## config.mk

```make
export PLATFORM = sky130hd
export DESIGN_NAME = cpuc_mul
export DESIGN_NICKNAME = d
export VERILOG_FILES = /design/src/rtl/cpuc_pkg.sv /design/src/rtl/cpuc_mul.sv
export SDC_FILE = /design/constraint.sdc
export NUM_CORES = 2
export LEC_CHECK = 0
export ABC_AREA = 0
export BUFFER_PORTS_ARGS = -buffer_cell sky130_fd_sc_hd__buf_2
export CORE_AREA = 2 2 268 270
export CTS_CLUSTER_SIZE = 14
export DETAILED_ROUTE_END_ITERATION = 8
export DIE_AREA = 0 0 270 272
export GPL_ROUTABILITY_DRIVEN = 0
export HOLD_SLACK_MARGIN = 0.15
export PLACE_DENSITY = 0.65
export SKIP_CTS_REPAIR_TIMING = 1
export SLEW_MARGIN = 20
export SYNTH_ARGS = -nofsm -noshare
export SYNTH_HDL_FRONTEND = slang
export SYNTH_SLANG_ARGS = --single-unit
```

## constraint.sdc

```tcl
create_clock -name clk_i -period 4.3 [get_ports clk_i]
set_clock_uncertainty 0.05 [all_clocks]
set_input_delay 1.075 -clock clk_i [delete_from_list [all_inputs] [get_ports clk_i]]
set_output_delay 1.075 -clock clk_i [all_outputs]
set_load 0.05 [all_outputs]
```

## src/rtl/cpuc_pkg.sv

```systemverilog
// shared constants and types of the clock period unit converter
package cpuc_pkg;

  localparam int unsigned AmountW  = 64;
  localparam int unsigned PeriodW  = 16;
  localparam int unsigned HalfW    = AmountW / 2;
  localparam int unsigned CellBits = 4;
  localparam int unsigned NumCells = AmountW / CellBits;
  localparam int unsigned ActionW  = 2;
  localparam int unsigned CfgIdxW  = 3;

  localparam logic [HalfW-1:0] HzPerGhz = 32'd1000000000;

  // configuration register indexes
  localparam logic [CfgIdxW-1:0] CfgInfoPresent = 3'd0;
  localparam logic [CfgIdxW-1:0] CfgCoreNum     = 3'd1;
  localparam logic [CfgIdxW-1:0] CfgCoreDen     = 3'd2;
  localparam logic [CfgIdxW-1:0] CfgRefNum      = 3'd3;
  localparam logic [CfgIdxW-1:0] CfgRefDen      = 3'd4;

  typedef enum logic [ActionW-1:0] {
    ActCyclesToNs = 2'd0,
    ActNsToCycles = 2'd1,
    ActFreq       = 2'd2
  } action_e;

  typedef struct packed {
    logic               info_present;
    logic [PeriodW-1:0] core_num;
    logic [PeriodW-1:0] core_den;
    logic [PeriodW-1:0] ref_num;
    logic [PeriodW-1:0] ref_den;
  } cfg_t;

  // partial products after the first multiply stage
  typedef struct packed {
    logic [HalfW+PeriodW-1:0] lo;
    logic [HalfW-1:0]         hi;
    logic [PeriodW-1:0]       div;
    logic                     zero;
    logic                     mask;
  } mul_t;

  // divider word: dividend shifts out at the top, quotient bits shift in
  typedef struct packed {
    logic [AmountW-1:0] dvd;
    logic [PeriodW-1:0] rem;
    logic [PeriodW-1:0] div;
    logic               zero;
    logic               mask;
  } div_t;

endpackage

```

## src/rtl/cpuc_mul.sv

```systemverilog
// operand select and two-stage 64x16 wrapping multiply feeding the divider chain
module cpuc_mul (
  input  logic                             clk_i,
  input  logic                             rst_ni,
  input  cpuc_pkg::cfg_t                   cfg_i,
  input  logic                             in_valid_i,
  output logic                             in_ready_o,
  input  logic [cpuc_pkg::ActionW-1:0]     action_i,
  input  logic                             clock_select_i,
  input  logic [cpuc_pkg::AmountW-1:0]     amount_i,
  output logic                             out_valid_o,
  input  logic                             out_ready_i,
  output cpuc_pkg::div_t                   out_data_o
);
  import cpuc_pkg::*;

  logic [PeriodW-1:0] num, den, mul_op, div_op;
  logic [AmountW-1:0] a_op;
  logic               bad_action;
  mul_t               s1_d, s1_q;
  logic               s1_valid_q, s1_ready;
  div_t               s2_d, s2_q;
  logic               s2_valid_q, s2_ready;

  always_comb begin
    num        = clock_select_i ? cfg_i.ref_num : cfg_i.core_num;
    den        = clock_select_i ? cfg_i.ref_den : cfg_i.core_den;
    a_op       = amount_i;
    mul_op     = num;
    div_op     = den;
    bad_action = 1'b0;
    case (action_e'(action_i))
      ActCyclesToNs: begin
        mul_op = num;
        div_op = den;
      end
      ActNsToCycles: begin
        mul_op = den;
        div_op = num;
      end
      ActFreq: begin
        a_op   = {{HalfW{1'b0}}, HzPerGhz};
        mul_op = den;
        div_op = num;
      end
      default: begin
        bad_action = 1'b1;
      end
    endcase
    s1_d.lo   = a_op[HalfW-1:0] * mul_op;
    // upper half only matters modulo 2^32 once shifted up
    s1_d.hi   = a_op[AmountW-1:HalfW] * mul_op;
    s1_d.div  = div_op;
    s1_d.zero = !cfg_i.info_present || (div_op == '0) || bad_action;
    s1_d.mask = (action_e'(action_i) == ActFreq);
  end

  always_comb begin
    s2_d.dvd  = AmountW'(s1_q.lo) + {s1_q.hi, {HalfW{1'b0}}};
    s2_d.rem  = '0;
    s2_d.div  = s1_q.div;
    s2_d.zero = s1_q.zero;
    s2_d.mask = s1_q.mask;
  end

  assign s2_ready   = !s2_valid_q || out_ready_i;
  assign s1_ready   = !s1_valid_q || s2_ready;
  assign in_ready_o = s1_ready;

  always_ff @(posedge clk_i or negedge rst_ni) begin
    if (!rst_ni) begin
      s1_valid_q <= 1'b0;
      s2_valid_q <= 1'b0;
    end else begin
      if (s1_ready) begin
        s1_valid_q <= in_valid_i;
      end
      if (s2_ready) begin
        s2_valid_q <= s1_valid_q;
      end
    end
  end

  always_ff @(posedge clk_i) begin
    if (s1_ready && in_valid_i) begin
      s1_q <= s1_d;
    end
    if (s2_ready && s1_valid_q) begin
      s2_q <= s2_d;
    end
  end

  assign out_valid_o = s2_valid_q;
  assign out_data_o  = s2_q;

endmodule

```

---- Yosys cells after proc, flatten, opt, wreduce, memory -nomap -nowiden ----
Cells that the tools add are included.
Widths: inputs -> output; s select.
word-level totals
  register bits ........................... 182
  input bits .............................. 136
  output and inout port bits .............. 100
  logic and storage cells ................. 35
cells by class
  add/sub/neg operators ................... 1
  multiply operators ...................... 2
  equal/unequal tests ..................... 2
  multiplexer cells ....................... 6
  reduce and logical (&&, ||, !) cells .... 13
operators by type and width
  kind                number
  $add 48x64->64      1
  $mux 16             4
  $mux 64             1
  $mul 32x16->48      1
  $mul 32x16->32      1
  $logic_not 16->1    1
  $logic_or 1x1->1    4
  $logic_not 1->1     3
  $reduce_or 3->1     1
  $eq 2x1->1 const B  1
  $eq 2x2->1 const B  1
  $logic_and 1x1->1   2
  $logic_not 2->1     1
  $reduce_or 2->1     1
  $mux 1              1

---- Depth between registers and ports, before layout ----
  depth after elaboration ................. 6
  depth in mapped cells ................... 32
  depth with buffers taken out ............ 28

---- Worst setup path before layout ----
OpenSTA, ideal clock, no wires.
  path type ............................... input to register
  start ................................... input action_i[0] (netlist bit)
  end ..................................... register s1_q[48] (netlist bit), data pin
  setup time .............................. 0.262 ns
  data arrival time ....................... 8.021 ns
  data required time ...................... 3.988 ns
  slack ................................... -4.033 ns
  cell stages on the path ................. 31
  path buffers ............................ 5
  cells stage by stage .................... inv_1 -> ha_1 -> buf_4 -> buf_6 -> buf_4 -> mux2i_1 -> mux2i_1 -> clkbuf_1 -> buf_1 -> nand2_1 -> fa_1 -> inv_1 -> fa_1 -> inv_1 -> fa_1 -> inv_1 -> fa_1 -> inv_1 -> fa_1 -> inv_1 -> fa_1 -> ha_1 -> and4_1 -> and2_1 -> o21ai_1 -> nand3_1 -> a41oi_1 -> nor3_1 -> a2111oi_2 -> a21oi_1 -> xor2_1
RTL lines
  element               RTL line        source
  from (decl)           cpuc_mul.sv:8   input logic [cpuc_pkg::ActionW-1:0] action_i,
  to (signal assigned)  cpuc_mul.sv:86  s1_q <= s1_d;
  to (decl)             cpuc_mul.sv:20  mul_t s1_d, s1_q;

==> results by group <==
Synth
  – Syn_area_per_cell: 9.34 µm²
  – Mapped Area: 35000 µm²
  – Ys async rst share: 0.0110
  – Synth Flop Type: edfxtp_1
  – Ys Warns: 0
  – Number of synthesized flops with an enable pin: 180
  – Synth top area cells: fa_1 41%, edfxtp_1 15%, inv_1 8.5%
  – Seq/Total Area, Yosys: 0.156
  – Netlist cell types: 78
  – Yosys reg bits: 182
  – Yosys top cell by area: fa_1
  – Syn Inst Count: between 3k and 4k
  – Synth top area share: 0.413

Finish
  – Area delta synth->final: 28.6%
  – Antenna Cells: 0
  – Fin util: 0.637
  – Share of layout cells above drive strength 1: 0.274
  – # nets final: 5576

Global routing
  – Most Used Layer, Global Route: met2
  – Met3 GRT Util: 0.0543
  – Largest net degree at the start of global routing: 68
  – GRT Total Usage: 0.284
  – Initial antenna violation count: 5
  – Wire length of the first global-routing pass: 160000 µm
  – Overflow after GRT: 0
  – Vias in the first global route: 28.7k
  – GR Util met2: 0.458
  – Met1 GRT Util: 0.391

Place
  – Worst slack, placed: -3.96 ns
  – Port Buf Inserts: 219
  – Hpwl dp: between 80000 and 90000 µm

Clocking
  – Clk slew on worst S/H paths: around 0.080 ns
  – CTS tree: built
  – Worst-Skew Late Latency: 0.48 ns
  – Clock tree sinks: 182
  – Max Root-Sink Buffers: 2
  – Htree depth: 4
  – Root buffer cell: clkbuf_16
  – TritonCTS buffer count: 17

STA
  – Fmax: 130 MHz
  – Setup violators final: 72
  – Fin worst setup slack: -3.40 ns
  – Pins Over Slew Limit: 0
  – Final period utilization: 1.79
  – Rel. slew slack: 0.529
  – Worst hold slack: 0.318 ns
  – RSZ-0062 raised after global routing: true
  – Slew at the pin closest to its max-slew limit: around 0.7 ns
  – Count of final hold-check violations: 0
  – Minimum clock period: 7.70 ns
  – Final setup TNS: -188.92 ns

Drt
  – DRT iter0 DRCs: 2393
  – Vias post-DR: 28.5k
  – Drt pass-1 iters: 6
  – WL final: around 110000 µm
  – Remaining DRCs: 0
  – Drt wl/cell: 19.7 µm
  – Antenna-violating nets left: 0
  – Vias per cell: ~5.2

Setup path
  – Critical path capture point type: flop
  – Crit Path Class: in -> reg
  – R2R Path Start: s1_q[82]
  – Crit path max fanout: 7
  – Critical path data required time: ~4.5 ns
  – Critical path buffers and inverters: 9
  – CP max stage cell: fa_1
  – Flop2flop setup slack: between 1 and 1.5 ns
  – WP data arrival: 7.87 ns
  – Crit path launch: action_i[1]
  – Reg2reg path depth: 12
  – CP most frequent cell: fa_1
  – Critical path's largest stage delay: a little under 0.6 ns
  – Reg-to-reg endpoint: out_data_o[92]
  – Startpoint types: input pin
  – Crit path max-delay family: adder cells

Floorplanning
  – Starting density of the core: 0.495
  – Ports: 236
  – Die Span Y: 272 µm
  – Full die area: 73400 µm²
  – Die width: 270 µm
  – Core region area: 70800 µm²
  – Rows: slightly below 100

Run status
  – Status: finished, violations left
  – Violations in the final reports: setup timing

Min path
  – Min-delay worst type: in -> async

Job
  – Max cap viols: 0
==> sequential cells by signal (all words and copies together), names as in the netlist <==
name and cells:
s1_valid_q 1, out_data_o 82, out_valid_o 1, s1_q 98
==> placed cells by master, fill, tap and decap left out, drive strengths merged, types with 4 or more instances in the layout <==
cell,netlist,routed
clkbuf,141,28
nor4,4,4
a2111oi,5,5
xnor2,86,86
a21oi,75,75
xor2,33,33
o21a,17,17
a21o,27,27
nand2b,51,51
nor3,8,8
nor2b,58,58
o21bai,11,11
and4,7,7
nand3b,4,4
inv,795,801
mux4,19,19
or2,16,16
clkinv,0,8
nand3,18,18
buf,52,913
a31oi,9,9
o211ai,6,6
mux2i,34,34
and2,23,23
and3,7,7
edfxtp,180,180
a211oi,8,8
nor2,388,388
ha,203,203
a221oi,4,4
nand4,8,8
a21boi,4,4
conb,1,16
nand2,626,626
fa,723,723
mux2,13,13
o21ai,50,50
==> worst max-delay path by stage <==
| stage | cells after the start | end |
|---|---|---|
| final | 29 | s1_q[97] |
| after global routing | 31 | s1_q[95] |
| after CTS | 29 | s1_q[97] |
| after detailed placement | 29 | s1_q[97] |
| after global placement | 26 | s1_q[97] |
| after floorplan | 28 | s1_q[48] |
==> per-stage QoR <==
stage          instances  cell area [µm²]
2_1_floorplan       3764            36100
3_3_place_gp        5353            42700
3_5_place_dp        5353            42700
4_1_cts             5385            43300
5_1_grt             5477            45000
6_report            5477            45000
==> kinds of logic (layout without fill, tap and decap cells) <==
| kind of cell | Yosys count | after routing | share of synthesized area |
|---|---|---|---|
| flops | 182 | 182 | 0.156 |
| xor+xnor | 119 | 119 | 0.0298 |
| fa+ha+maj | 926 | 926 | 0.486 |
| mux | 66 | 66 | 0.0269 |
| simple gates | 1224 | 1224 | 0.146 |
| compound gates | 243 | 243 | 0.0468 |
| buf+inv | 988 | 1751 | 0.109 |
| other cells | 1 | 16 | 0.000107 |
==> routing by layer <==
layer  up-vias  part of all wire
met1     14200              0.40
met3       242             0.093
met4        10             0.038
met5         -           0.00073
li1      12800                 -
met2      1293              0.47
==> worst reg2reg max path, cell delays in order (launching register included) <==
cell	delay [ns]
edfxtp_1	0.40
ha_1	0.19
inv_1	0.06
fa_1	0.40
nor2b_1	0.13
o21a_1	0.14
o21ai_1	0.11
a211oi_1	0.30
a21oi_1	0.14
a211oi_1	0.53
o31ai_2	0.25
nor3_1	0.22
xor2_1	0.09
==> cell usage after synthesis, types with 16 or more instances <==
cell type	count
fa_1	723
buf_4	19
a21o_1	25
clkbuf_1	141
edfxtp_1	180
nand2b_1	51
nand2_1	626
nor2b_1	58
o21ai_0	40
mux2i_1	29
xor2_1	33
a21oi_1	73
xnor2_1	86
and2_1	22
mux4_2	19
ha_1	203
or2_2	16
nand3_1	18
nor2_1	388
buf_1	19
o21a_1	17
inv_1	795
==> layout make-up <==
| cell class | count | area, µm² |
|---|---|---|
| clock buffer | 17 | 425 |
| clock inverter | 15 | 160 |
| fill | 5772 | 25700 |
| inverter | 795 | 2990 |
| multi-input combinational | 2594 | 27200 |
| sequential | 182 | 5460 |
| tap | 950 | 1190 |
| timing repair buffer | 924 | 7570 |
Power is left out: the tool's default activity adds up to more than one toggle a clock period on the data nets, which glitch-free logic cannot reach.
