[config.mk]
export PLATFORM = sky130hd
export DESIGN_NAME = cpuc_div_cell
export DESIGN_NICKNAME = d
export VERILOG_FILES = /design/src/rtl/cpuc_pkg.sv /design/src/rtl/cpuc_div_cell.sv
export SDC_FILE = /design/constraint.sdc
export NUM_CORES = 1
export LEC_CHECK = 0
export ABC_AREA = 1
export BUFFER_PORTS_ARGS = -buffer_cell sky130_fd_sc_hd__buf_2
export CORE_MARGIN = 2
export CORE_UTILIZATION = 48
export DETAILED_ROUTE_END_ITERATION = 8
export PLACE_DENSITY_LB_ADDON = 0.08
export SYNTH_ARGS = -nofsm -noshare
export SYNTH_HDL_FRONTEND = slang
export SYNTH_SLANG_ARGS = --single-unit
[constraint.sdc]
create_clock -name clk_i -period 5.79 [get_ports clk_i]
set_clock_uncertainty 0.05 [all_clocks]
set_input_delay 0.2895 -clock clk_i [delete_from_list [all_inputs] [get_ports clk_i]]
set_output_delay 0.2895 -clock clk_i [all_outputs]
set_load 0.01 [all_outputs]
[src/rtl/cpuc_pkg.sv]
// shared constants and types of the clock period unit converter
package cpuc_pkg;

  localparam int unsigned AmountW  = 64;
  localparam int unsigned PeriodW  = 16;
  localparam int unsigned HalfW    = AmountW / 2;
  localparam int unsigned CellBits = 4;
  localparam int unsigned NumCells = AmountW / CellBits;
  localparam int unsigned ActionW  = 2;
  localparam int unsigned CfgIdxW  = 3;

  localparam logic [HalfW-1:0] HzPerGhz = 32'd1000000000;

  // configuration register indexes
  localparam logic [CfgIdxW-1:0] CfgInfoPresent = 3'd0;
  localparam logic [CfgIdxW-1:0] CfgCoreNum     = 3'd1;
  localparam logic [CfgIdxW-1:0] CfgCoreDen     = 3'd2;
  localparam logic [CfgIdxW-1:0] CfgRefNum      = 3'd3;
  localparam logic [CfgIdxW-1:0] CfgRefDen      = 3'd4;

  typedef enum logic [ActionW-1:0] {
    ActCyclesToNs = 2'd0,
    ActNsToCycles = 2'd1,
    ActFreq       = 2'd2
  } action_e;

  typedef struct packed {
    logic               info_present;
    logic [PeriodW-1:0] core_num;
    logic [PeriodW-1:0] core_den;
    logic [PeriodW-1:0] ref_num;
    logic [PeriodW-1:0] ref_den;
  } cfg_t;

  // partial products after the first multiply stage
  typedef struct packed {
    logic [HalfW+PeriodW-1:0] lo;
    logic [HalfW-1:0]         hi;
    logic [PeriodW-1:0]       div;
    logic                     zero;
    logic                     mask;
  } mul_t;

  // divider word: dividend shifts out at the top, quotient bits shift in
  typedef struct packed {
    logic [AmountW-1:0] dvd;
    logic [PeriodW-1:0] rem;
    logic [PeriodW-1:0] div;
    logic               zero;
    logic               mask;
  } div_t;

endpackage

[src/rtl/cpuc_div_cell.sv]
// one divider cell: CellBits (4) restoring quotient bits per word, then a register
module cpuc_div_cell (
  input  logic           clk_i,
  input  logic           rst_ni,
  input  logic           in_valid_i,
  output logic           in_ready_o,
  input  cpuc_pkg::div_t in_data_i,
  output logic           out_valid_o,
  input  logic           out_ready_i,
  output cpuc_pkg::div_t out_data_o
);
  import cpuc_pkg::*;

  div_t nxt, data_q;
  logic valid_q;

  always_comb begin
    logic [PeriodW:0] r;
    logic             qb;
    nxt = in_data_i;
    for (int i = 0; i < CellBits; i++) begin
      r  = {nxt.rem, nxt.dvd[AmountW-1]};
      qb = (r >= {1'b0, nxt.div});
      if (qb) begin
        r = r - {1'b0, nxt.div};
      end
      nxt.rem = r[PeriodW-1:0];
      nxt.dvd = {nxt.dvd[AmountW-2:0], qb};
    end
  end

  assign in_ready_o = !valid_q || out_ready_i;

  always_ff @(posedge clk_i or negedge rst_ni) begin
    if (!rst_ni) begin
      valid_q <= 1'b0;
    end else if (in_ready_o) begin
      valid_q <= in_valid_i;
    end
  end

  always_ff @(posedge clk_i) begin
    if (in_ready_o && in_valid_i) begin
      data_q <= nxt;
    end
  end

  assign out_valid_o = valid_q;
  assign out_data_o  = data_q;

endmodule

=== Word-level counts from Yosys, hierarchy flattened ===
Cells that the tools add are included.

* Register bits: 99
* Input bits: 102
* Output and inout bits: 100
* Logic and storage cells: 21

* Add/subtract/negate cells: 4
* Order comparisons: 4
* Mux-type cells: 4
* Reduce and logical (&&, ||, !) cells: 3

{| class="wikitable"
|+ Operators by type and width
! cell !! number
|-
| 17-bit by 16-bit >= comparator with 1-bit output || 4
|-
| 16-bit 2-to-1 mux || 4
|-
| 16-bit subtractor || 4
|-
| 1-bit logical AND || 1
|-
| 1-bit logical NOT || 1
|-
| 1-bit logical OR || 1
|}

=== Logic depth before layout (Yosys ltp) ===
Gate-level depths: netlist (run 1).

* Word-level depth: 8
* Depth in mapped cells: 58
* Mapped depth without buffers: 50

=== Worst setup path after synthesis (run 1) ===
No wires, ideal clock.

* Path type: in2reg
* Start: in in_data_i[4] (netlist name)
* End: reg data_q (netlist bit out_data_o[29]), data pin
* Setup time: 0.252 ns
* Data arrival time: 6.793 ns
* Data required time: 5.488 ns
* Slack: -1.305 ns
* Stages on the path: 54
* Buffers on the path: 8
* Path through: inv_1 ha_1 buf_2 nand2_1 nor2_1 nand3_1 nand3_2 nand3_2 nand2_2 buf_6 inv_4 buf_6 buf_8 nand2_1 o21ai_2 ha_1 nand2_1 inv_1 (+18 left out) nand2_4 buf_6 inv_4 buf_8 nand2_2 nand2_2 ha_1 nand2_1 a21oi_1 a211oi_1 o211ai_1 nand3_1 nand2_1 a21oi_1 nand3_2 buf_6 nand2_1 nand2_1

{| class="wikitable"
|+ RTL lines
! element !! line !! text
|-
| from (decl) || cpuc_div_cell.sv:7 || <nowiki>input cpuc_pkg::div_t in_data_i,</nowiki>
|-
| to (signal assigned) || cpuc_div_cell.sv:44 || <nowiki>data_q <= nxt;</nowiki>
|-
| to (decl) || cpuc_div_cell.sv:14 || <nowiki>div_t nxt, data_q;</nowiki>
|}

==> metrics.md, run 1 <==
| Metric | Value |
|---|---|
| M1 GR Usage | `0.390` |
| Top Ports | `202` |
| Clock transition at path regs | `roughly 70 ps` |
| GPL Wtd Cong | `approximately 0.93` |
| Hold Path Stages | `1` |
| Max-cap violations | `0` |
| Wire per inst | `18.5 um` |
| Clk sinks | `between 90 and 100` |
| Post-synthesis cell count | `813` |
| Min-Delay Path Class | `primary input to register` |
| Register area | `2970 um^2` |
| Syn_area_per_cell | `around 8.7 um^2` |
| WL final | `approximately 28000 um` |
| Core region area | `between 10000 and 15000 um^2` |
| Diodes inserted | `0` |
| Pre-CTS WS | `-1300 ps` |
| Hpwl dp | `about 19000 um` |
| Design Power | `about 6.8 mW` |
| Total track usage | `0.321` |
| Synth unique cells | `44` |
| Area of the die | `15700 um^2` |
| YS warnings | `0` |
| Filler Cell Count | `~800` |
| R2r endpoint | `out_data_o[11]` |
| Initial antenna violation count | `0` |
| Maximum vdd ir drop | `0.000362 V` |
| CTS tree | `done` |
| Hold wc startpoint | `in_data_i[52]` |
| Die width | `between 100 and 150 um` |
| Residual DRC | `0` |
| Area Growth Syn to Fin | `72.4%` |
| Number of global-route vias before repair | `approximately 7500` |
| 1st-iter DRT viols | `just over 600` |
| CP peak stage delay | `310 ps` |
| Worst-Skew Late Latency | `between 300 and 400 ps` |
| CTS Buffer Depth | `2` |
| H-tree levels | `3` |
| CTS buffer count | `9` |
| Seq/Total Area, Yosys | `0.419` |
| Synth Net Count | `983` |
| Area taken by multi-input logic gates | `5000 um^2` |
| Clk root buf | `clkbuf_16` |
| Synth Flop Type | `edfxtp_1` |
| Tmin final | `between 6000 and 7000 ps` |
| DR vias | `around 8000` |
| Post-layout util | `0.843` |
| Least-Margin Pin Slew | `approximately 990 ps` |
| Failing checks | `negative setup slack` |
| Worst EP required | `roughly 5900 ps` |
| Nets@finish | `~1500` |
| Most used routing layer | `met2` |
| Pwr dens | `approximately 560 nW/um^2` |
| Post-synthesis register bit count | `a little under 100` |
| PnR worst setup slack | `-668 ps` |
| Fin. Hold Viols | `0` |
| Fin. max-slew vios | `0` |
| Register-to-Register Path Depth | `2` |
| Crit path launch type | `primary input` |
| Initial Util | `0.489` |
| Fin crit share | `1.12` |
| Routing usage on met3 | `0.0736` |
| Setup_tns | `-10660 ps` |
| Most used cell, CP | `nand2_2` |
| Share of layout cells above drive strength 1 | `0.599` |
| Ys async rst share | `0.0101` |
| Remaining global-route overflow | `0` |
| Buffers on Ports | `about 200` |
| Setup Viol. Count Final | `17` |
| Slowest stage cell, crit path | `ha_4` |
| Synthesized area | `approximately 7100 um^2` |
| Row Count | `44` |
| Crit path arrival time | `6520 ps` |
| Post-synth EDFFs | `98` |
| Via-to-Cell Ratio | `5.28` |
| Worst Path Max Fanout | `8` |
| RSZ-0062 raised after global routing | `true` |
| GR Util met2 | `0.561` |
| Crit Path Category | `primary input to register` |
| Worst Hold End | `out_data_o[56]` |
| Die height | `between 100 and 150 um` |
| CP Capture Type | `register` |
| Largest net degree at the start of global routing | `approximately 80` |
| First-pass GRT wire length | `between 30000 and 40000 um` |
| Status | `complete, but fails checks` |
| Worst R2R Start | `out_valid_o` |
| Leak pwr | `5.77 nW` |
| Rel. slew slack | `0.342` |
| Final ANT Viol Nets | `0` |
| Max frequency | `0.155 GHz` |
| First-pass DRT Iterations | `5` |
| Flop2flop setup slack | `roughly 3500 ps` |
[report_power, final]
part           switching [mW]  internal [mW]
registers              0.0239          0.996
clock network           0.289          0.298
logic                    2.63           2.57
total                    2.94           3.87
[layout make-up]
class	instances	area share
Clock buffer	9	0.0184
Clock inverter	7	0.00502
Inverter	93	0.0334
Multi-Input combinational cell	612	0.409
Sequential cell	99	0.243
Tap cell	184	0.0189
Timing Repair Buffer	489	0.268
Timing Repair inverter	6	0.00389
[worst max-delay path by stage]
| stage | end | cells past startpoint | startpoint |
|---|---|---|---|
| after global routing | out_data_o[19] | 47 | in_data_i[3] |
| after CTS | out_data_o[33] | 52 | in_data_i[12] |
| after detailed placement | out_data_o[20] | 49 | in_data_i[12] |
| after floorplan | out_data_o[29] | 57 | in_data_i[4] |
| after global placement | out_data_o[19] | 50 | in_data_i[12] |
| final | out_data_o[19] | 54 | in_data_i[3] |
[through the flow]
step	instance area (um^2)	hold slack, ps	std cells
2_1_floorplan	7430	-56.1	813
5_1_grt	12200	48.0	1499
3_5_place_dp	10300	16.3	1425
4_1_cts	11600	37.1	1483
6_report	12200	50.6	1499
3_3_place_gp	10300	14.8	1425
[worst max-delay path, delay by kind of cell]
family	cells	cell delay (ps)
AOI/OAI and AO/OA	6	950
buffers and inverters	12	1270
and+or+nand+nor	32	2890
adders and majority gates	4	1060
[synth_stat cells, types with 4 or more instances]
master,number,share of area
xnor2_1,26,0.032
nand3_2,5,0.0071
buf_6,5,0.0079
o21ai_1,12,0.0085
nor2_1,25,0.013
o21ai_0,28,0.020
inv_1,86,0.046
o21a_1,5,0.0053
xor2_1,20,0.025
edfxtp_1,98,0.42
nand4_1,9,0.0079
ha_1,64,0.11
nand2_1,248,0.13
o21ai_2,10,0.012
inv_2,5,0.0026
a21oi_1,58,0.041
nand3_1,34,0.024
or2_2,6,0.0053
nand3b_1,4,0.0042
fa_1,4,0.011
nand2_2,18,0.016
a21o_1,4,0.0042
nor2_2,4,0.0035
[routing by layer]
layer	part of all wire	up-vias
met3	0.072	70
met2	0.50	341
li1	-	3752
met1	0.39	3746
met4	0.032	0
met5	0	-
[state kept, by name, indices dropped and copies added (netlist names)]
register and count:
out_valid_o 1, out_data_o 98
[what timing repair did]
item,4_1_cts,5_1_grt
endpoints found under the hold margin,1,0
resized for setup,152,120
setup buffers,33,16
gates cloned,8,2
hold buffers,1,0
endpoints found under the setup margin,17,17
pin swaps,85,77
[cells by family (layout without fill, tap and decap cells)]
family,Yosys count,count (layout),synth area share
and+or+nand+nor,366,368,0.229
DFF,99,99,0.419
xor gates and xnor gates,46,46,0.0569
buffers and inverters,104,604,0.0654
AOI/OAI and AO/OA,130,130,0.105
adders and majority gates,68,68,0.124
[cell usage in the layout (no fill, tap or decap), types with 5 or more instances in the layout]
master and instances:
a21oi_2 23, clkbuf_16 9, nand3_2 11, nand2_1 170, nand3_1 25, or2_2 6, nand2_4 14, buf_6 12
edfxtp_1 98, o21ai_4 9, xnor2_1 22, inv_4 7, buf_2 198, o21a_1 5, ha_1 16, nand4_1 9
xor2_1 20, o21ai_1 14, o21ai_0 11, nor2_1 20, a21oi_4 5, inv_1 63, nor2_2 5, a21oi_1 31
nor2_4 5, inv_2 21, ha_4 46, o21ai_2 16, nand2_2 84, buf_4 273
Power figures use the tool's default switching activity.
==> run 2: changes to the inputs <==
--- a/config.mk
+++ b/config.mk
@@ -5,7 +5,6 @@
 export SDC_FILE = /design/constraint.sdc
 export NUM_CORES = 1
 export LEC_CHECK = 0
-export ABC_AREA = 1
 export BUFFER_PORTS_ARGS = -buffer_cell sky130_fd_sc_hd__buf_2
 export CORE_MARGIN = 2
 export CORE_UTILIZATION = 48
==> run 2 against run 1 <==
Against the previous run:
- non-clock buffer count shrank 8
- power grew 0.32%
- critical path depth shrank 10
- the run still ends with negative setup slack left
- die area shrank 3.0%
- sequential share of layout area grew 1.4 points
- register-to-register slack gained 230 ps
- synthesized cell count shrank 26%
- via count shrank 13%
- sequential power is essentially flat
- worst setup slack lost 1900 ps
- final area shrank 5.5%
- global-route usage shrank 4.2 points
==> metrics.md, run 2 <==
| Metric | Value |
|---|---|
| Final ANT Viol Nets | `0 (unchanged)` |
| Worst EP required | `5850 ps (about the same)` |
| Core region area | `13900 um^2 (-3.8%)` |
| Leak pwr | `5.26 nW (-8.8%)` |
| RSZ-0062 raised after global routing | `true` |
| Crit path arrival time | `8410 ps (+1890 ps)` |
| NetSw | `2.53 mW (-14%)` |
| Top-area cell type share of the netlist area | `0.429 (+0.0131)` |
| Residual DRC | `0 (unchanged)` |
| 1st-iter DRT viols | `302 (-50%)` |
| Worst-Skew Late Latency | `360 ps (about the same)` |
| Worst Path Max Fanout | `8 (unchanged)` |
| CTS buffer count | `9 (unchanged)` |
| DR vias | `6867 (-13%)` |
| Synthesized area | `6870 um^2 (-3.1%)` |
| CTS Buffer Depth | `2 (unchanged)` |
| Fin. Hold Viols | `0 (unchanged)` |
| Register-to-Register Path Depth | `3 (+1)` |
| Wire per inst | `17.4 um (-5.6%)` |
| Post-layout util | `0.828 (-0.0154)` |
| Die width | `124 um (-1.5%)` |
| Tmin final | `8350 ps (+1890 ps)` |
| Maximum vdd ir drop | `0.000406 V (+12%)` |
| CP Capture Type | `register` |
| Count leader, synth | `edfxtp_1` |
| R2r endpoint | `out_data_o[92]` |
| Initial Util | `0.493 (+0.00357)` |
| Buffers on Ports | `201 (unchanged)` |
| PnR worst setup slack | `-2560 ps (-1890 ps)` |
| Clock power share | `0.090 (+0.004)` |
| Area Growth Syn to Fin | `68.0%` |
| Clk root buf | `clkbuf_16` |
| Share of layout cells above drive strength 1 | `0.625 (+0.0256)` |
| Max frequency | `0.120 GHz (-23%)` |
| Post-synth EDFFs | `98 (unchanged)` |
| Crit path launch type | `primary input` |
| Flop2flop setup slack | `3700 ps (+230 ps)` |
| Failing checks | `negative setup slack` |
| Synth unique cells | `64 (+45%)` |
| Area of the die | `15300 um^2 (-3.0%)` |
| Slowest stage cell, crit path | `mux2_2` |
| Cell Int Power | `4.29 mW (+11%)` |
| Clock transition at path regs | `80 ps (about the same)` |
| Via-to-Cell Ratio | `5.39 (+2.2%)` |
| Synth Net Count | `773 (-21%)` |
| CTS tree | `done` |
| Hpwl dp | `16100 um (-15%)` |
| Remaining global-route overflow | `0 (unchanged)` |
| Least-Margin Pin Slew | `1040 ps (+53.4 ps)` |
| Ys async rst share | `0.0101 (unchanged)` |
| H-tree levels | `3 (unchanged)` |
| GPL Wtd Cong | `0.896 (-3.1%)` |
| Rel. slew slack | `0.307 (-0.0356)` |
| Switching share of total power | `0.371 (-0.0608)` |
| Die height | `124 um (-1.5%)` |
| Fin. max-slew vios | `0 (unchanged)` |
| Max-cap violations | `0 (unchanged)` |
| Syn_area_per_cell | `11.4 um^2 (+31%)` |
| Largest net degree at the start of global routing | `87 (+6.1%)` |
| Max reg flops | `98 (unchanged)` |
| Hold Path Stages | `1 (unchanged)` |
| Setup Viol. Count Final | `18 (+1)` |
| Top Ports | `202 (unchanged)` |
| Nets@finish | `1258 (-15%)` |
| Post-synthesis cell count | `603 (-26%)` |
| Status | `complete, but fails checks` |
| Top cells by count, synth | `edfxtp_1, ha_1, inv_1` |
| Post-synthesis register bit count | `99 (unchanged)` |
| Diodes inserted | `0 (unchanged)` |
| Most frequent cells in the layout | `buf_4, buf_2, edfxtp_1` |
| CP peak stage delay | `370 ps (+60 ps)` |
| Row Count | `43 (-2.3%)` |
| Clk sinks | `99 (unchanged)` |
| Number of global-route vias before repair | `6972 (-7.6%)` |
| Worst Hold End | `out_data_o[65]` |
| Synth Flop Type | `edfxtp_1` |
| Hold Slack | `46.4 ps (-4.22 ps)` |
| Crit Path Category | `primary input to register` |
| Hold wc startpoint | `in_data_i[61]` |
| Pwr dens | `592 nW/um^2 (+6.2%)` |
| Main area contributors after synthesis | `edfxtp_1, ha_1, mux2_4` |
| First-pass GRT wire length | `32800 um (-17%)` |
| Worst R2R Start | `out_valid_o` |
| Placed Cells | `1186 (-17%)` |
| Commonest non-fill, non-tap cell in the layout | `buf_4` |
| Total track usage | `0.279 (-0.0419)` |
| Reg power frac | `0.150 (about the same)` |
| Initial antenna violation count | `0 (unchanged)` |
| Seq/Total Area, Yosys | `0.432 (+0.0132)` |
| Yosys top cell by area | `edfxtp_1` |
| Fin cells | `1273 (-15%)` |
| YS warnings | `0 (unchanged)` |
| Fin crit share | `1.44 (+0.327)` |
| Comb power frac | `0.759 (-0.005)` |
| Setup_tns | `-43170 ps (-32510 ps)` |
| First-pass DRT Iterations | `4 (-1)` |
| WL final | `22200 um (-20%)` |
| Min-Delay Path Class | `primary input to register` |
## run 2: cell types whose count changed in the layout (fill, tap and decap cells not counted), sizes merged, moves of 15 or more
cell | previous run | this run
a21o | 4 | 19
a21oi | 59 | 38
inv | 97 | 45
mux2 | 0 | 47
nand2 | 270 | 30
nand3 | 39 | 18
o21ai | 50 | 29
## run 2: worst max-delay path by stage
stage	from	to	slack, ps
2_1_floorplan	in_data_i[3]	out_data_o[25]	-2650
5_1_grt	in_data_i[15]	out_data_o[29]	-2860
3_3_place_gp	in_data_i[13]	out_data_o[32]	-3310
3_5_place_dp	in_data_i[97]	out_data_o[26]	-3360
4_1_cts	in_data_i[3]	out_data_o[25]	-2370
6_report	in_data_i[97]	out_data_o[24]	-2560
## run 2: power groups by stage
stage	combinational (mW)	sequential, mW	clock, mW
4_1_cts	5.03	1.03	0.625
5_1_grt	5.54	1.04	0.656
3_3_place_gp	3.97	1.04	0
3_5_place_dp	4.11	1.04	0
6_report	5.18	1.03	0.617
2_1_floorplan	2.61	1.10	0
## run 2: repair_timing
item,in CTS,in global routing
cloned,4,0
setup buffers,54,15
hold buffers,1,0
endpoints found under the hold margin,1,0
setup endpoints to repair,18,18
resized for setup,92,58
pin swaps,46,50
## run 2: layer usage
metal | global-route usage | routed length (um) | part of all wire | up-vias
met5 | 0 | 0 | 0 | -
met3 | 0.0353 | 1290 | 0.058 | 46
met2 | 0.507 | 11600 | 0.52 | 263
met1 | 0.329 | 8750 | 0.39 | 3308
li1 | - | - | - | 3250
met4 | 0.121 | 577 | 0.026 | 0
## run 2: cell families after synthesis
kind of cell               synth area share
buffers and inverters                0.0333
and+or+nand+nor                       0.107
muxes                                0.0984
DFF                                   0.432
adders and majority gates             0.128
xor gates and xnor gates             0.0587
AOI/OAI and AO/OA                     0.142
## run 2: cell type report
type                            count  area (um^2)
Timing Repair Buffer              481         3220
Clock inverter                      7         91.3
Inverter                           41          168
Tap cell                          180          225
Multi-Input combinational cell    455         4630
Timing Repair inverter              1         6.26
Clock buffer                        9          225
Sequential cell                    99         2970
Fill cell                         759         2400
## run 2: stage by stage
step	setup WS, ps	instance area, um^2	total power, mW
floorplan	-2650	7200	3.71
global placement	-3310	9950	5.01
detailed placement	-3360	9950	5.15
CTS	-2370	11200	6.68
global route	-2860	11500	7.23
finish	-2560	11500	6.83
## run 2: worst max-delay path, delay by kind of cell
kind	cells	cell delay, ps
AO/OA/AOI/OAI	22	4040
adder cells (fa/ha/maj)	4	960
multiplexers	4	1210
AND/OR/NAND/NOR	4	700
buffers and inverters	10	1180
==> run 3: changes to the inputs <==
--- a/config.mk
+++ b/config.mk
@@ -6,6 +6,7 @@
 export NUM_CORES = 1
 export LEC_CHECK = 0
 export BUFFER_PORTS_ARGS = -buffer_cell sky130_fd_sc_hd__buf_2
+export CORE_ASPECT_RATIO = 0.6
 export CORE_MARGIN = 2
 export CORE_UTILIZATION = 48
 export DETAILED_ROUTE_END_ITERATION = 8
==> run 3 against run 2 <==
Against the previous run:
- the run still ends with negative setup slack left
- worst hold slack gained 11 ps
- via count grew 6.0%
- final cell count increased by 1.6%
- final area up 0.47%
- routed wire length grew 23%
- largest power group unchanged
- maximum frequency is 7.4% lower
- utilization up 1.0 points
- count of clock-buffer cells in the layout increased by 1
- register-to-register slack lost 160 ps
- critical endpoint is now out_data_o[19]
- largest cell class unchanged
- combinational power rose by 10%
- flip-flop and latch count is the same
==> metrics.md, run 3 (synthesis results as in run 2) <==
| Metric | Value |
|---|---|
| Status | `complete, but fails checks` |
| Failing checks | `negative setup slack` |
| Flop2flop setup slack | `3540 ps (-160 ps)` |
| Largest net degree at the start of global routing | `66 (-24%)` |
| Setup Viol. Count Final | `18 (unchanged)` |
| Share of layout cells above drive strength 1 | `0.606 (-0.0191)` |
| Critical Path Start | `in_data_i[4]` |
| Total track usage | `0.356 (+0.0774)` |
| Fin. max-slew vios | `0 (unchanged)` |
| Die height | `96.6 um (-22%)` |
| DR vias | `7280 (+6.0%)` |
| Clk sinks | `99 (unchanged)` |
| Area taken by multi-input logic gates | `4580 um^2 (-1.1%)` |
| Nets@finish | `1266 (+0.64%)` |
| Via-to-Cell Ratio | `5.63 (+4.4%)` |
| Crit path launch type | `primary input` |
| Fin cells | `1293 (+1.6%)` |
| 1st-iter DRT viols | `646 (+110%)` |
| Clk root buf | `clkbuf_16` |
| Worst EP required | `5840 ps (about the same)` |
| Tmin final | `9020 ps (+667 ps)` |
| Leak pwr | `5.32 nW (+1.2%)` |
| Initial Util | `0.496 (+0.00366)` |
| Register area | `2970 um^2 (unchanged)` |
| CP peak stage delay | `480 ps (+110 ps)` |
| Area Growth Syn to Fin | `68.8%` |
| Core region area | `13800 um^2 (-0.74%)` |
| Clock transition at path regs | `70 ps (about the same)` |
| Rel. slew slack | `0.425 (+0.118)` |
| Worst-Skew Late Latency | `350 ps (about the same)` |
| Crit Path Category | `primary input to register` |
| Fin. Hold Viols | `0 (unchanged)` |
| Maximum vdd ir drop | `0.000456 V (+12%)` |
| Residual DRC | `0 (unchanged)` |
| Max frequency | `0.111 GHz (-7.4%)` |
| Worst Path Max Fanout | `8 (unchanged)` |
| Top Ports | `202 (unchanged)` |
| Area of the die | `15300 um^2 (+0.20%)` |
| Final ANT Viol Nets | `0 (unchanged)` |
| CTS Buffer Depth | `2 (unchanged)` |
| Worst R2R Start | `out_valid_o` |
| Die width | `158 um (+28%)` |
| Max reg flops | `98 (unchanged)` |
| Min-Delay Path Class | `primary input to register` |
| GPL Wtd Cong | `0.976 (+8.9%)` |
| Crit path arrival time | `9070 ps (+660 ps)` |
| First-pass GRT wire length | `41200 um (+26%)` |
| Design Power | `7.37 mW (+8.0%)` |
| Row Count | `33 (-23%)` |
| CTS buffer count | `9 (unchanged)` |
| Most frequent cells in the layout | `buf_4, buf_2, edfxtp_1` |
| Most used cell, CP | `buf_4` |
| Remaining global-route overflow | `0 (unchanged)` |
| Hold Slack | `57.4 ps (+11.0 ps)` |
| First-pass DRT Iterations | `5 (+1)` |
| Hold wc startpoint | `in_data_i[69]` |
| Buffers on Ports | `201 (unchanged)` |
| Filler Cell Count | `748 (-1.4%)` |
| WL final | `27400 um (+23%)` |
| Placed Cells | `1201 (+1.3%)` |
| H-tree levels | `3 (unchanged)` |
| RSZ-0062 raised after global routing | `true` |
| PnR worst setup slack | `-3230 ps (-667 ps)` |
| Diodes inserted | `0 (unchanged)` |
| Post-layout util | `0.838 (+0.0100)` |
| Max-cap violations | `0 (unchanged)` |
| CP Capture Type | `register` |
| Pwr dens | `636 nW/um^2 (+7.5%)` |
| Least-Margin Pin Slew | `863 ps (-177 ps)` |
| Number of global-route vias before repair | `7521 (+7.9%)` |
| Commonest non-fill, non-tap cell in the layout | `buf_4` |
| Initial antenna violation count | `0 (unchanged)` |
| Placed inst area | `9990 um^2 (+0.38%)` |
| Fin crit share | `1.56 (+0.115)` |
| Post-route cell area | `11600 um^2 (+0.47%)` |
| Hpwl dp | `17600 um (+9.0%)` |
| Slowest stage cell, crit path | `or4_4` |
| Wire per inst | `21.2 um (+21%)` |
| Pre-CTS WS | `-3830 ps (-478 ps)` |
| Setup_tns | `-54820 ps (-11650 ps)` |
| CTS tree | `done` |
run 3: cell types whose count changed in the layout (fill, tap and decap cells not counted), moves of 6 or more:
cell,before,now
a21oi_2,13,7
ha_1,26,33
inv_2,11,3
inv_1,27,36
buf_6,13,20
a21oi_1,22,28
run 3: final timing paths:
| check | cells after the start | to |
|---|---|---|
| setup / recovery | 49 | out_data_o[19] |
| hold / removal | 1 | out_data_o[73] |
| setup reg to reg | 3 | out_data_o[31] |
| hold reg to reg | 2 | out_valid_o |
| max in group asynchronous | 2 | out_valid_o |
| min in group asynchronous | 2 | out_valid_o |
run 3: worst max-delay path: cells and delay by family:
family                     cells  cell delay, ps
muxes                          3             980
adders and majority gates      3             830
buffers and inverters         22            2910
and+or+nand+nor                7            1360
AOI/OAI and AO/OA             14            2680
run 3: area by class of cell:
| cell class | count | share of cell area |
|---|---|---|
| Clock buffer | 10 | 0.0206 |
| Inverter | 41 | 0.0140 |
| Timing Repair Buffer | 490 | 0.289 |
| Tap cell | 192 | 0.0207 |
| Sequential cell | 99 | 0.256 |
| Clock inverter | 6 | 0.00475 |
| Multi-Input combinational cell | 455 | 0.395 |
run 3: per-layer routing:
layer  GRT usage  up-vias  part of all wire
li1            -     3251                 -
met5           0        -                 0
met4       0.139        0             0.033
met2       0.574      414              0.47
met3      0.0811       80             0.082
met1       0.466     3535              0.41
run 3: what timing repair did:
item                                   4_1_cts  5_1_grt
endpoints found under the hold margin        1        0
hold buffers                                 1        0
setup endpoints to repair                   18       18
pin swaps                                   37       46
gates resized for setup                    118       48
cloned                                       3        0
buffers inserted                            83       21
run 3: power by group:
| group | switching (mW) | internal (mW) | total [mW] |
|---|---|---|---|
| clock | 0.299 | 0.313 | 0.612 |
| combinational | 2.55 | 3.17 | 5.72 |
| sequential | 0.0342 | 1.01 | 1.04 |
